File: src/sv/cfrb_pkg.sv
`timescale 1ns / 1ps

package cfrb_pkg;

    // Sizing
    localparam int BUF_BYTES  = 65536;
    localparam int READ_CHUNK = 32;
    localparam int MAX_CHUNKS = 32;
    localparam int CHUNK_MAX  = 1023;

    localparam int ADDR_W = $clog2(BUF_BYTES);
    localparam int CNT_W  = $clog2(BUF_BYTES + 1);
    localparam int IDX_W  = 5;
    localparam int SIZE_W = 10;
    localparam int LEN_W  = 6;
    localparam int MASK_W = MAX_CHUNKS;

    typedef enum logic [2:0] {
        FN_HDR      = 3'd0,
        FN_DATA     = 3'd1,
        FN_RD_FIRST = 3'd2,
        FN_RD_NEXT  = 3'd3,
        FN_ARM      = 3'd4
    } t_func;

    typedef enum logic [2:0] {
        ST_OK         = 3'd0,
        ST_BAD_SEQ    = 3'd1,
        ST_TOO_BIG    = 3'd2,
        ST_BAD_END    = 3'd3,
        ST_NOT_READY  = 3'd4,
        ST_BAD_RD_SEQ = 3'd5,
        ST_RD_ERR     = 3'd6
    } t_status;

    // controller -> datapath
    typedef struct packed {
        logic cap;     // load input holding register
        logic exec;    // execute held item
        logic stream;  // emit one read byte
    } t_cmd;

    // datapath -> controller
    typedef struct packed {
        logic res;        // executed item gives a result beat
        logic go;         // read with bytes to stream
        logic last_byte;  // streaming the final byte
    } t_sts;

endpackage

File: src/sv/cfrb_ctrl.sv
`timescale 1ns / 1ps

module cfrb_ctrl import cfrb_pkg::*; (
    input  logic i_clk,
    input  logic i_rst_n,
    input  logic i_valid,
    output logic o_stall,
    output logic o_valid,
    input  logic i_stall,
    input  t_sts i_sts,
    output t_cmd o_cmd
);

    typedef enum logic [1:0] {
        S_IDLE = 2'b01,
        S_READ = 2'b10
    } t_state;

    t_state r_state, n_state;
    logic   r_in_valid, n_in_valid;
    logic   r_out_valid, n_out_valid;
    logic   out_free;
    logic   load;

    assign out_free = !r_out_valid || !i_stall;
    assign o_stall  = r_in_valid;
    assign o_valid  = r_out_valid;

    always_comb begin
        n_state      = r_state;
        o_cmd.cap    = i_valid && !r_in_valid;
        o_cmd.exec   = 1'b0;
        o_cmd.stream = 1'b0;
        load         = 1'b0;
        n_in_valid   = r_in_valid || o_cmd.cap;
        unique case (r_state)
            S_IDLE: begin
                if (r_in_valid && out_free) begin
                    o_cmd.exec = 1'b1;
                    n_in_valid = 1'b0;
                    load       = i_sts.res;
                    if (i_sts.go) begin
                        n_state = S_READ;
                    end
                end
            end
            S_READ: begin
                if (out_free) begin
                    o_cmd.stream = 1'b1;
                    load         = 1'b1;
                    if (i_sts.last_byte) begin
                        n_state = S_IDLE;
                    end
                end
            end
            default: n_state = S_IDLE;
        endcase
        if (load) begin
            n_out_valid = 1'b1;
        end else if (!i_stall) begin
            n_out_valid = 1'b0;
        end else begin
            n_out_valid = r_out_valid;
        end
    end

    always_ff @(posedge i_clk) begin
        if (!i_rst_n) begin
            r_state     <= S_IDLE;
            r_in_valid  <= 1'b0;
            r_out_valid <= 1'b0;
        end else begin
            r_state     <= n_state;
            r_in_valid  <= n_in_valid;
            r_out_valid <= n_out_valid;
        end
    end

endmodule

File: config.mk
export PLATFORM = sky130hd
export DESIGN_NAME = cfrb_ctrl
export DESIGN_NICKNAME = d
export VERILOG_FILES = /design/src/sv/cfrb_pkg.sv /design/src/sv/cfrb_ctrl.sv
export SDC_FILE = /design/constraint.sdc
export NUM_CORES = 1
export LEC_CHECK = 0
export ABC_AREA = 0
export BUFFER_PORTS_ARGS = -buffer_cell sky130_fd_sc_hd__buf_2
export CORE_AREA = 8 8 45 47
export CTS_BUF_LIST = sky130_fd_sc_hd__clkbuf_8 sky130_fd_sc_hd__clkbuf_16
export DETAILED_ROUTE_END_ITERATION = 7
export DIE_AREA = 0 0 53 55
export SLEW_MARGIN = 20
export SYNTH_ARGS = -nofsm -noshare
export SYNTH_HDL_FRONTEND = slang
export SYNTH_SLANG_ARGS = --single-unit
File: constraint.sdc
create_clock -name i_clk -period 2.24 [get_ports i_clk]
set_clock_uncertainty 0.15 [all_clocks]
set_input_delay 0.224 -clock i_clk [delete_from_list [all_inputs] [get_ports i_clk]]
set_output_delay 0.224 -clock i_clk [all_outputs]
set_load 0.01 [all_outputs]
==> flow_metrics.py <==
metrics = {
    "cells_and_area": {
        "nFillCells": 154,
        "multi_input_comb_area_um2": 121.4,
        "diodes": 0,
        "fin_nets": 48,
        "drive_gt1_share_pct": 45.95,
        "synthToLayoutAreaGrowth_pct": 54.71,
        "regArea_um2": 80.08,
    },
    "timing": {
        "slew_headroom_pct": 84.45,
        "period_minus_slack_ns": 1.509,
        "worstMarginPinSlew_ns": 0.2308,
        "fmax_ghz": 0.6628,
        "hold_viol_final": 0,
        "drv_slew": 0,
        "tns_ns": 0,
        "setup_violations": 0,
        "period_share_pct": 67.35,
        "setup_slack_ns": 0.7313,
        "rsz0062_at_grt": "false",
    },
    "logic_synthesis": {
        "synthAdderAreaFrac_pct": 11.76,
        "syn_area_um2": 212.7,
        "syn_area_per_cell_um2": 9.248,
        "synth_xor_area_share_pct": 0,
        "synth-compound-area-share_pct": 28.24,
        "seq_area_frac_synth_pct": 37.65,
        "syn-num-nets": 32,
        "synth-seq-cells": 4,
        "synth_cells": 23,
        "synth_top_family_by_area": "compound AO/OA/AOI/OAI gates",
        "synth-simple-area-share_pct": 17.06,
        "ys_warn_count": 0,
        "synth_mux_area_share_pct": 0,
        "ys_types": 14,
    },
    "floorplan": {
        "die_area_um2": 2915,
        "core_um2": 1384,
        "rows": 14,
        "die_h_um": 55,
        "fp.dieW_um": 53,
        "initial_core_util_pct": 15.37,
        "ios": 12,
    },
    "global_route": {
        "gr-total-overflow": 0,
        "grt_pass1_vias": 219,
        "grt_max_degree": 7,
        "grt_pass1_wl_um": 876,
        "antenna_found_initial": 0,
        "grt_usage_pct": 4.702,
    },
    "clocking": {
        "cts_resized": 0,
        "cts_hold_buf": 0,
        "htree_num_levels": 1,
        "cts_sinks": 4,
        "cts-buffers-inserted": 3,
        "clk_pin_slew_worst_paths_ns": 0.03,
        "clk_latency_ns": 0.22,
        "cts_buffer_depth": 2,
        "cts_tree": "done",
        "clockRootBuffer": "clkbuf_8",
        "cts_setup_buffers": 0,
    },
    "placement": {
        "port_buffers": 11,
        "dp_hpwl_um": 454.5,
        "post-place-ws_ns": 0.8341,
        "gp_congestion": 0.7110,
    },
    "critical_path": {
        "arrival_ns": 1.13,
        "cp-start-kind": "register",
        "worstSetupEndpointType": "primary output",
        "critPathMaxFanout": 4,
        "r2r_slack_ns": 0.85,
        "worst-setup-path-type": "register to primary output",
        "crit_required_ns": 1.87,
    },
    "power": {
        "max-vdd-ir-drop_mv": 0.1509,
        "leakage_uw": 0.0001600,
        "power_density_nw_per_um2": 834.0,
    },
    "route": {
        "num_vias": 221,
        "remaining_drc_errors": 0,
        "wl_per_cell_um": 10.09,
        "via_per_inst": 4.170,
        "first_iter_violations": 3,
        "routed_wl_um": 535,
        "antenna_left": 0,
        "dr.pass1.iters": 3,
    },
    "status": {
        "status": "completed",
    },
    "run": {
        "cap_violations": 0,
    },
    "worst_hold_path": {
        "min_path_type": "primary input to register",
    },
}
## final timing paths
check / start / end / cells after the start
worst max register to register: r_state[0] / r_state[0] / 5
worst max-delay path: r_state[1] / o_cmd[1] / 4
worst min-delay path: i_rst_n / o_valid / 2
worst min register to register: r_state[1] / r_state[1] / 2
## layer usage
| metal | vias up | global-route usage (%) | wire length [um] |
|---|---|---|---|
| met2 | 9 | 6.055 | 211 |
| met4 | 0 | 6.466 | 16 |
| met5 | - | 0 | 0 |
| li1 | 111 | - | - |
| met1 | 99 | 4.110 | 239 |
| met3 | 2 | 3.476 | 69 |
## final cells by class
class	count	share of cell area, %
Clock buffer	3	12.55
Inverter	3	3.422
Multi-Input combinational cell	16	36.88
Sequential cell	4	24.33
Tap cell	16	6.084
Timing Repair Buffer	11	16.73
## power breakdown
| group | total (uW) | internal [uW] | switching, uW |
|---|---|---|---|
| combinational | 38.6 | 18.9 | 19.7 |
| sequential | 82.5 | 77.6 | 4.94 |
| clock | 153 | 115 | 38.6 |
## registers in the layout (all words and copies together) (netlist names)
register,count
o_valid,1
r_state,2
o_stall,1
## Yosys cell counts (all sizes together)
cell type	number	area share, %
and2	1	2.9
and3	1	3.5
o2111ai	1	7.1
nor2b	2	5.9
inv	3	5.3
nand2	1	2.9
o21ai	3	7.1
a21oi	1	2.4
a221o	1	4.7
ha	2	12
dfxtp	4	38
a221oi	1	4.1
a31oi	1	2.9
nor2	1	1.8
## stage by stage
step	cell area [um^2]	instances	utilization (%)	hold WS (ns)	total power, uW
floorplan	212.7	23	-	0.1957	105.1
global placement	287.8	50	20.80	0.3068	122.0
detailed placement	287.8	50	20.80	0.3131	122.9
CTS	329.1	53	23.78	0.09141	276.7
global route	329.1	53	23.78	0.09476	291.6
finish	329.1	53	23.78	0.09076	274.4
## cells in the final DEF (no fill, tap or decap)
| cell type | netlist | layout |
|---|---|---|
| a21oi_1 | 1 | 1 |
| a221o_1 | 1 | 1 |
| buf_2 | 0 | 11 |
| a31oi_1 | 1 | 1 |
| a221oi_1 | 1 | 1 |
| inv_1 | 3 | 3 |
| dfxtp_1 | 4 | 4 |
| o21ai_0 | 3 | 3 |
| nand2_2 | 1 | 1 |
| o2111ai_2 | 1 | 1 |
| and3_2 | 1 | 1 |
| and2_1 | 1 | 1 |
| nor2b_1 | 2 | 2 |
| ha_1 | 2 | 2 |
| nor2_1 | 1 | 1 |
| clkbuf_8 | 0 | 3 |
## logic make-up (layout without fill, tap and decap cells)
group,Yosys count,after routing
simple gates,6,6
fa+ha+maj,2,2
flops,4,4
compound gates,8,8
buf+inv,3,17
## worst max-delay path, cell delays in order (launching register included)
cell and delay, ns:
dfxtp_1 0.31, inv_1 0.05, ha_1 0.22, and3_2 0.19
buf_2 0.14
Note: power is estimated with default switching activity, not from simulation.
